File: config.mk
export PLATFORM = sky130hd
export DESIGN_NAME = alpha_over_blend_pixel_top
export DESIGN_NICKNAME = d
export VERILOG_FILES = /design/src/rtl/core/aob_pkg.sv /design/src/rtl/core/aob_div_step.sv /design/src/rtl/core/alpha_over_blend_pixel_top.sv
export SDC_FILE = /design/constraint.sdc
export NUM_CORES = 2
export LEC_CHECK = 0
export BUFFER_PORTS_ARGS = -buffer_cell sky130_fd_sc_hd__buf_2
export CAP_MARGIN = 20
export CORE_MARGIN = 4
export CORE_UTILIZATION = 39
export CTS_BUF_LIST = sky130_fd_sc_hd__clkbuf_2
export CTS_CLUSTER_SIZE = 16
export DETAILED_ROUTE_END_ITERATION = 6
export GPL_ROUTABILITY_DRIVEN = 1
export PLACE_DENSITY_LB_ADDON = 0.08
export REMOVE_ABC_BUFFERS = 1
export SYNTH_ARGS = -nofsm -noshare
export SYNTH_HDL_FRONTEND = slang
export SYNTH_SLANG_ARGS = --single-unit
File: constraint.sdc
create_clock -name i_clk -period 18.89 [get_ports i_clk]
set_input_delay 3.778 -clock i_clk [delete_from_list [all_inputs] [get_ports i_clk]]
set_output_delay 3.778 -clock i_clk [all_outputs]
set_load 0.02 [all_outputs]
File: src/rtl/core/aob_pkg.sv
// Shared types and constants for the alpha-over pixel blender.
// Used by the divider step and by the top level; depends on nothing else.
package aob_pkg;

    localparam int CH_W       = 8;
    localparam int NUM_CH     = 3;
    localparam int PROD_W     = 2 * CH_W;
    localparam int NUM_W      = 3 * CH_W;
    localparam int DIVR_W     = PROD_W + 1;
    localparam int DIV_STEPS  = CH_W;
    localparam int PRE_STAGES = 3;
    localparam int NUM_STAGES = PRE_STAGES + DIV_STEPS;

    localparam int IN_DATA_W  = 8 * CH_W;
    localparam int OUT_DATA_W = 4 * CH_W;
    localparam int APB_ADDR_W = 3;
    localparam int APB_DATA_W = 32;

    localparam logic [CH_W-1:0] CH_MAX = 8'd255;

    typedef logic [APB_ADDR_W-3:0] t_reg_idx;
    localparam t_reg_idx REG_BLEND_MODE = 1'b0;

    typedef enum logic {
        BLEND_REPLACE = 1'b0,
        BLEND_OVER    = 1'b1
    } t_blend_mode;

    // Partial remainder plus the shift register that holds the low dividend
    // bits not yet consumed and the quotient bits produced so far.
    typedef struct packed {
        logic [DIVR_W-1:0] rem;
        logic [CH_W-1:0]   lq;
    } t_div_ch;

    typedef struct packed {
        t_blend_mode              mode;
        logic                     a_zero;
        logic [DIVR_W-1:0]        divisor;
        t_div_ch [NUM_CH-1:0]     ch;
        logic [CH_W-1:0]          alpha;
        logic [NUM_CH*CH_W-1:0]   src_rgb;
    } t_div_item;

endpackage

File: src/rtl/core/aob_div_step.sv
// One registered restoring-division step for the three colour channels.
// Depends on aob_pkg for the item type.
module aob_div_step (
    input  logic                  i_clk,
    input  logic                  i_rst_n,
    input  logic                  i_en,
    input  logic                  i_valid,
    input  aob_pkg::t_div_item    i_item,
    output logic                  o_valid,
    output aob_pkg::t_div_item    o_item
);
    import aob_pkg::*;

    logic                r_valid;
    t_div_item           r_item;
    t_div_item           n_item;
    logic [DIVR_W:0]     w_trial [NUM_CH];
    logic [DIVR_W:0]     w_diff  [NUM_CH];
    logic [NUM_CH-1:0]   w_bit;

    always_comb begin
        n_item = i_item;
        for (int c = 0; c < NUM_CH; c++) begin
            // Bring the next dividend bit into the partial remainder.
            w_trial[c] = {i_item.ch[c].rem, i_item.ch[c].lq[CH_W-1]};
            w_diff[c]  = w_trial[c] - {1'b0, i_item.divisor};
            w_bit[c]   = (w_trial[c] >= {1'b0, i_item.divisor});
            if (w_bit[c]) begin
                n_item.ch[c].rem = w_diff[c][DIVR_W-1:0];
            end else begin
                n_item.ch[c].rem = w_trial[c][DIVR_W-1:0];
            end
            n_item.ch[c].lq = {i_item.ch[c].lq[CH_W-2:0], w_bit[c]};
        end
    end

    always_ff @(posedge i_clk) begin
        if (!i_rst_n) begin
            r_valid <= 1'b0;
        end else if (i_en) begin
            r_valid <= i_valid;
        end
    end

    always_ff @(posedge i_clk) begin
        if (i_en) begin
            r_item <= n_item;
        end
    end

    assign o_valid = r_valid;
    assign o_item  = r_item;

endmodule

File: src/rtl/core/alpha_over_blend_pixel_top.sv
// Top level of the alpha-over pixel blender: stream ports, APB register,
// product stages and the divider pipeline. Depends on aob_pkg and aob_div_step.
//
// Usage: each transfer on s_axis carries a source RGBA pixel and the current
// destination RGBA pixel; one transfer on m_axis returns the new destination
// pixel. Register 0 (blend_mode, address 0) selects replace (0) or
// source-over-destination (1); it resets to 1 and should be written only
// while the pipeline is empty.
// From an accepted input to m_axis_tvalid a pixel passes two product
// stages, one stage that forms the dividend and the output alpha, and eight
// restoring-division steps, one quotient bit per step.
// Throughput is one pixel per cycle while m_axis_tready is high. Each stage has
// its own valid bit and loads whenever it is empty or its successor moves, so a
// stalled m_axis side holds the finished pixel while bubbles further back still
// fill; s_axis_tready drops only when all eleven stages hold a pixel and
// m_axis_tready is low. Reset clears every valid bit and sets blend_mode to 1;
// APB writes take effect at the access cycle and pready is always high.
module alpha_over_blend_pixel_top (
    input  logic                             i_clk,
    input  logic                             i_rst_n,
    input  logic                             s_axis_tvalid,
    output logic                             s_axis_tready,
    // src_red, src_green, src_blue, src_alpha, dst_red, dst_green, dst_blue, dst_alpha
    input  logic [aob_pkg::IN_DATA_W-1:0]    s_axis_tdata,
    output logic                             m_axis_tvalid,
    input  logic                             m_axis_tready,
    // out_red, out_green, out_blue, out_alpha
    output logic [aob_pkg::OUT_DATA_W-1:0]   m_axis_tdata,
    input  logic                             psel,
    input  logic                             penable,
    input  logic                             pwrite,
    input  logic [aob_pkg::APB_ADDR_W-1:0]   paddr,
    input  logic [aob_pkg::APB_DATA_W-1:0]   pwdata,
    output logic [aob_pkg::APB_DATA_W-1:0]   prdata,
    output logic                             pready
);
    import aob_pkg::*;

    // Configuration register.
    t_blend_mode     r_blend_mode;
    t_reg_idx        w_reg_idx;

    assign w_reg_idx = paddr[APB_ADDR_W-1:2];
    assign pready    = 1'b1;

    always_ff @(posedge i_clk) begin
        if (!i_rst_n) begin
            r_blend_mode <= BLEND_OVER;
        end else if (psel && penable && pwrite && pready
                     && (w_reg_idx == REG_BLEND_MODE)) begin
            r_blend_mode <= t_blend_mode'(pwdata[0]);
        end
    end

    always_comb begin
        unique case (w_reg_idx)
            REG_BLEND_MODE: prdata = {{(APB_DATA_W-1){1'b0}}, r_blend_mode};
            default:        prdata = '0;
        endcase
    end

    // Stage enables: a stage loads when it is empty or its successor moves.
    logic [1:NUM_STAGES+1] en;
    logic [1:NUM_STAGES]   v;

    assign en[NUM_STAGES+1] = m_axis_tready;
    for (genvar k = 1; k <= NUM_STAGES; k++) begin : g_en
        assign en[k] = !v[k] || en[k+1];
    end
    assign s_axis_tready = en[1];

    // Input unpacking.
    logic [CH_W-1:0] w_src [NUM_CH];
    logic [CH_W-1:0] w_dst [NUM_CH];
    logic [CH_W-1:0] w_sa;
    logic [CH_W-1:0] w_da;
    logic [CH_W-1:0] w_inv_sa;

    always_comb begin
        for (int c = 0; c < NUM_CH; c++) begin
            w_src[c] = s_axis_tdata[c*CH_W +: CH_W];
            w_dst[c] = s_axis_tdata[(c+4)*CH_W +: CH_W];
        end
    end
    assign w_sa     = s_axis_tdata[3*CH_W +: CH_W];
    assign w_da     = s_axis_tdata[7*CH_W +: CH_W];
    assign w_inv_sa = CH_MAX - w_sa;

    // Stage 1: 8x8 products.
    logic                       r1_valid;
    t_blend_mode                r1_mode;
    logic [NUM_CH*CH_W-1:0]     r1_src_rgb;
    logic [CH_W-1:0]            r1_src_a;
    logic [CH_W-1:0]            r1_dst [NUM_CH];
    logic [PROD_W-1:0]          r1_wd;
    logic [PROD_W-1:0]          r1_as;
    logic [PROD_W-1:0]          r1_ps [NUM_CH];

    always_ff @(posedge i_clk) begin
        if (!i_rst_n) begin
            r1_valid <= 1'b0;
        end else if (en[1]) begin
            r1_valid <= s_axis_tvalid;
        end
    end

    always_ff @(posedge i_clk) begin
        if (en[1]) begin
            r1_mode    <= r_blend_mode;
            r1_src_rgb <= s_axis_tdata[NUM_CH*CH_W-1:0];
            r1_src_a   <= w_sa;
            r1_wd      <= {{CH_W{1'b0}}, w_da} * {{CH_W{1'b0}}, w_inv_sa};
            r1_as      <= {w_sa, {CH_W{1'b0}}} - {{CH_W{1'b0}}, w_sa};
            for (int c = 0; c < NUM_CH; c++) begin
                r1_dst[c] <= w_dst[c];
                r1_ps[c]  <= {{CH_W{1'b0}}, w_src[c]} * {{CH_W{1'b0}}, w_sa};
            end
        end
    end

    // Stage 2: combined alpha and colour numerators, both scaled by 255.
    logic                       r2_valid;
    t_blend_mode                r2_mode;
    logic [NUM_CH*CH_W-1:0]     r2_src_rgb;
    logic [CH_W-1:0]            r2_src_a;
    logic [PROD_W-1:0]          r2_a;
    logic [NUM_W-1:0]           r2_n [NUM_CH];

    always_ff @(posedge i_clk) begin
        if (!i_rst_n) begin
            r2_valid <= 1'b0;
        end else if (en[2]) begin
            r2_valid <= r1_valid;
        end
    end

    always_ff @(posedge i_clk) begin
        if (en[2]) begin
            r2_mode    <= r1_mode;
            r2_src_rgb <= r1_src_rgb;
            r2_src_a   <= r1_src_a;
            r2_a       <= r1_as + r1_wd;
            for (int c = 0; c < NUM_CH; c++) begin
                r2_n[c] <= ({r1_ps[c], {CH_W{1'b0}}} - {{CH_W{1'b0}}, r1_ps[c]})
                         + ({{PROD_W{1'b0}}, r1_dst[c]} * {{CH_W{1'b0}}, r1_wd});
            end
        end
    end

    // Stage 3: rounding dividend 2N+A over 2A, and alpha = round(A/255).
    // The alpha estimate (x + x/256)/256 is at most one below floor(x/255),
    // so a single compare of the remainder fixes it.
    logic [DIVR_W-1:0]          w_x;
    logic [DIVR_W-1:0]          w_xs;
    logic [CH_W:0]              w_q1;
    logic [DIVR_W-1:0]          w_xr;
    logic [CH_W-1:0]            w_alpha;
    logic [NUM_W:0]             w_dvd [NUM_CH];
    logic                       r3_valid;
    t_div_item                  r3_item;
    t_div_item                  n3_item;

    always_comb begin
        w_x     = {1'b0, r2_a} + DIVR_W'(127);
        w_xs    = w_x + {{CH_W{1'b0}}, w_x[DIVR_W-1:CH_W]};
        w_q1    = w_xs[DIVR_W-1:CH_W];
        w_xr    = w_x - {w_q1, {CH_W{1'b0}}} + {{CH_W{1'b0}}, w_q1};
        w_alpha = w_q1[CH_W-1:0] + {{(CH_W-1){1'b0}}, (w_xr >= DIVR_W'(CH_MAX))};

        n3_item         = '0;
        n3_item.mode    = r2_mode;
        n3_item.a_zero  = (r2_a == '0);
        n3_item.divisor = {r2_a, 1'b0};
        n3_item.src_rgb = r2_src_rgb;
        n3_item.alpha   = (r2_mode == BLEND_OVER) ? w_alpha : r2_src_a;
        for (int c = 0; c < NUM_CH; c++) begin
            w_dvd[c]          = {r2_n[c], 1'b0} + {{(CH_W+1){1'b0}}, r2_a};
            n3_item.ch[c].rem = w_dvd[c][NUM_W:CH_W];
            n3_item.ch[c].lq  = w_dvd[c][CH_W-1:0];
        end
    end

    always_ff @(posedge i_clk) begin
        if (!i_rst_n) begin
            r3_valid <= 1'b0;
        end else if (en[3]) begin
            r3_valid <= r2_valid;
        end
    end

    always_ff @(posedge i_clk) begin
        if (en[3]) begin
            r3_item <= n3_item;
        end
    end

    assign v[1] = r1_valid;
    assign v[2] = r2_valid;
    assign v[3] = r3_valid;

    // Stages 4 to 11: one quotient bit per stage.
    t_div_item w_item [PRE_STAGES:NUM_STAGES];

    assign w_item[PRE_STAGES] = r3_item;

    for (genvar k = PRE_STAGES + 1; k <= NUM_STAGES; k++) begin : g_div
        aob_div_step u_step (
            .i_clk   (i_clk),
            .i_rst_n (i_rst_n),
            .i_en    (en[k]),
            .i_valid (v[k-1]),
            .i_item  (w_item[k-1]),
            .o_valid (v[k]),
            .o_item  (w_item[k])
        );
    end

    // Output selection from the last stage register.
    t_div_item         w_out;
    logic [CH_W-1:0]   w_col [NUM_CH];

    assign w_out = w_item[NUM_STAGES];

    always_comb begin
        for (int c = 0; c < NUM_CH; c++) begin
            if (w_out.mode == BLEND_REPLACE) begin
                w_col[c] = w_out.src_rgb[c*CH_W +: CH_W];
            end else if (w_out.a_zero) begin
                w_col[c] = '0;
            end else begin
                w_col[c] = w_out.ch[c].lq;
            end
        end
    end

    assign m_axis_tvalid = v[NUM_STAGES];
    assign m_axis_tdata  = {w_out.alpha, w_col[2], w_col[1], w_col[0]};

`ifndef NO_ASSERTIONS
    // An empty output stage must let the whole pipeline move.
    a_ready_when_out_empty: assert property (@(posedge i_clk) disable iff (!i_rst_n)
        !m_axis_tvalid |-> s_axis_tready)
        else $error("input stalled while the output stage is empty");

    // After the last step the remainder of a real division is below the divisor.
    a_rem_below_divisor: assert property (@(posedge i_clk) disable iff (!i_rst_n)
        (m_axis_tvalid && (w_out.mode == BLEND_OVER) && !w_out.a_zero)
        |-> ((w_out.ch[0].rem < w_out.divisor) && (w_out.ch[1].rem < w_out.divisor)
             && (w_out.ch[2].rem < w_out.divisor)))
        else $error("division remainder not below divisor");

    // A fully transparent blend gives an all-zero pixel.
    a_zero_alpha_pixel: assert property (@(posedge i_clk) disable iff (!i_rst_n)
        (m_axis_tvalid && (w_out.mode == BLEND_OVER) && w_out.a_zero)
        |-> (m_axis_tdata == '0))
        else $error("zero combined alpha did not give a zero pixel");

    a_reset_mode: assert property (@(posedge i_clk)
        !i_rst_n |=> (r_blend_mode == BLEND_OVER))
        else $error("blend mode not over after reset");
`endif

endmodule

==> impl_metrics.toml <==
[timing]
period_needed_ns = 10.47
setup_viol = 0
fmax_mhz = 95.5
rsz0062_at_grt = "false"
max_slew_margin_pct = 19.5
worstMarginPinSlew_ns = 1.21
fin_skew_ns = 0.243
final_hold_viol_count = 0
drv_slew = 0
fin_tns_setup_ns = 0
finalCritPeriodShare_pct = 55.4

[clock_tree]
h-tree-depth = 5
numCtsBuffers = 371
cts.clk_slew.worst_paths_ns = 0.10
ctsHoldBuffers = 0
worstSkewPairLatency_ns = 1.81
cts_tree = "yes"
cts_resized = 0
post_cts_buffers = 0
cts_buffer_depth = 4
cts_root_buffer = "clkbuf_2"
cts_num_sinks = 1303

[critical_path]
critical_path_required_ns = 15.11
crit_path_max_incr_delay_ns = 0.41
crit_path_end_kind = "primary output"
critical-path-top-delay-family = "simple AND/OR/NAND/NOR gates"
arrival_ns = 6.69
start_kind = "input port"
critical_path_class = "in2out"
critPathMaxFanout = 22
worstSetupStartpoint = "m_axis_tready"
crit_chain = "buf_2, nor2b_1, and2_1, inv_6, nor2_1, and2_1, and3_1, and3_1, nand2_4, buf_2"
crit_buf_inv = 3
cp_slowest_cell = "and2_1"
r2r_start = "r2_a[4]"

[global_routing]
grt_first_pass_wirelength_um = 343000
antenna_found_initial = 9
grt_overflow = 0
grt_pass1_vias = 58400
track_usage_pct = 19.4
grt_max_degree = 129

[synth]
syn_area_per_cell_um2 = 11.7
ys_ff_latch = 1303
syn_inst = 7460
yosys.cell_types.count = 88
yosys_warnings = 0
synthArstFlopShare_pct = 0
synth_ff_type = "edfxtp_1"
synth_edf_count = 1291
syn_area_um2 = 87000
yosysSeqAreaShare_pct = 44.8

[finish]
final_util_pct = 42.5
final_cell_area_um2 = 94500
drive_gt1_share_pct = 12.4
syn_to_final_growth_pct = 8.55
final_nets = 9281
stdcell_count = 11100

[drt]
first_pass_iters = 7
dr_total_vias = 55300
dr.first_iter.drc_count = 2536
drtAntennaViolNets = 0
vias_per_cell = 4.98
avgRoutedWirePerCell_um = 20.1
route.detailed.drc = 0
routed_wirelength_um = 223000

[placement]
place_congestion = 0.885
post_dp_cell_area_um2 = 91200
port_buffers = 107
placed_cells = 10500
hpwl_um = 174000

[floorplanning]
ios = 173
coreArea_um2 = 222000
die_h_um = 480
start_util_pct = 39.2
fp.dieW_um = 480
dieArea_um2 = 231000
num_rows = 173

[min_path]
worstHoldPathType = "reg2reg"
hold_start = "r1_src_rgb[15]"

[run_status]
status = "completed"

[job]
maxCapViolCount = 0
[final timing paths]
kind	to	slack, ns	cells after the start
worst min-delay path	r2_src_rgb[15]	0.27	0
worst max register to register	r3_item[28]	11.01	31
worst min register to register	r2_src_rgb[15]	0.27	0
worst max-delay path	s_axis_tready	8.42	10
[placed cells by master (no fill, tap or decap), drive strengths merged, types with 105 or more instances in the layout]
cell and count:
nor2 355, nand2b 105, a21o 130, mux2 193, inv 877, o21ai 294
xnor2 333, a21oi 402, and2 266, clkbuf 525, fa 509, ha 797
xor2 133, nand2 613, buf 181, nor2b 121, edfxtp 1291
[layout make-up]
class | count | area (um^2)
clock inverters | 95 | 542
inverters | 872 | 3290
diodes | 9 | 22.5
flip-flops and latches | 1303 | 39000
clock buffers | 525 | 2630
repair buffers | 182 | 1160
fillers | 21300 | 128000
well taps | 2975 | 3720
multi-input cells | 5139 | 44100
[metal layers]
metal / global-route usage, % / part of all wire (%) / vias to the layer above
met3: 3.25 / 3.8 / 396
met5: 0 / 0 / -
met1: 23.7 / 42 / 26800
li1: - / - / 27100
met4: 8.20 / 4.3 / 0
met2: 33.9 / 50 / 991
[worst reg2reg max path, delay by kind of cell (launching register included)]
kind                     cells  cell delay, ns
AND/OR/NAND/NOR             12            2.74
AO/OA/AOI/OAI                9            1.80
adder cells (fa/ha/maj)      5            1.61
flip-flops                   1            0.77
XOR/XNOR                     3            0.62
buffers and inverters        2            0.18
[kinds of logic (layout without fill, tap and decap cells)]
kind of cell	after synthesis	in the layout	synth area share (%)
adders and majority gates	1306	1306	23.2
buffers and inverters	1048	1674	4.72
DFF	1303	1303	44.8
other	2	41	0.00863
AOI/OAI and AO/OA	1244	1244	9.08
muxes	234	234	2.97
and+or+nand+nor	1857	1857	10.5
xor gates and xnor gates	466	466	4.69
[stage by stage]
step / worst slack, ns / hold WS (ns)
6_report: 8.42 / 0.268
5_1_grt: 8.16 / 0.254
4_1_cts: 8.31 / 0.235
3_5_place_dp: 8.31 / 0.405
3_3_place_gp: 8.37 / 0.400
2_1_floorplan: 4.67 / 0.400
[sequential cells by signal, summed over array words and instances (netlist names), 8 cells and up]
register              cells
r1_wd                    16
r2_n                     72
r3_item                 122
r1_src_rgb               24
r1_ps                    48
g_div.u_step.o_item     912
r2_src_rgb               24
r1_as                    15
g_div.u_step.o_valid      8
r1_src_a                  8
r2_src_a                  8
r1_dst                   24
r2_a                     16
[cells in the mapped netlist (all sizes together) (29+ instances only)]
master	number	area [um^2]
nor2b	121	757
mux2	193	2170
o21bai	49	368
fa	509	10200
a21oi	402	2010
edfxtp	1291	38800
nand2	613	2310
buf	62	408
a21boi	29	218
xor2	133	1160
ha	797	9970
o21ai	294	1470
inv	872	3270
nand3	91	455
a211oi	29	240
a21o	130	976
and3	36	225
nand2b	105	657
and2	266	1670
clkbuf	114	428
nor2	355	1330
xnor2	333	2920
nand4	52	325
nor3	92	470
o211ai	31	253
o21a	79	593
mux2i	41	410
Power is left out: the tool's default activity adds up to more than one toggle a clock period on the data nets, which glitch-free logic cannot reach.
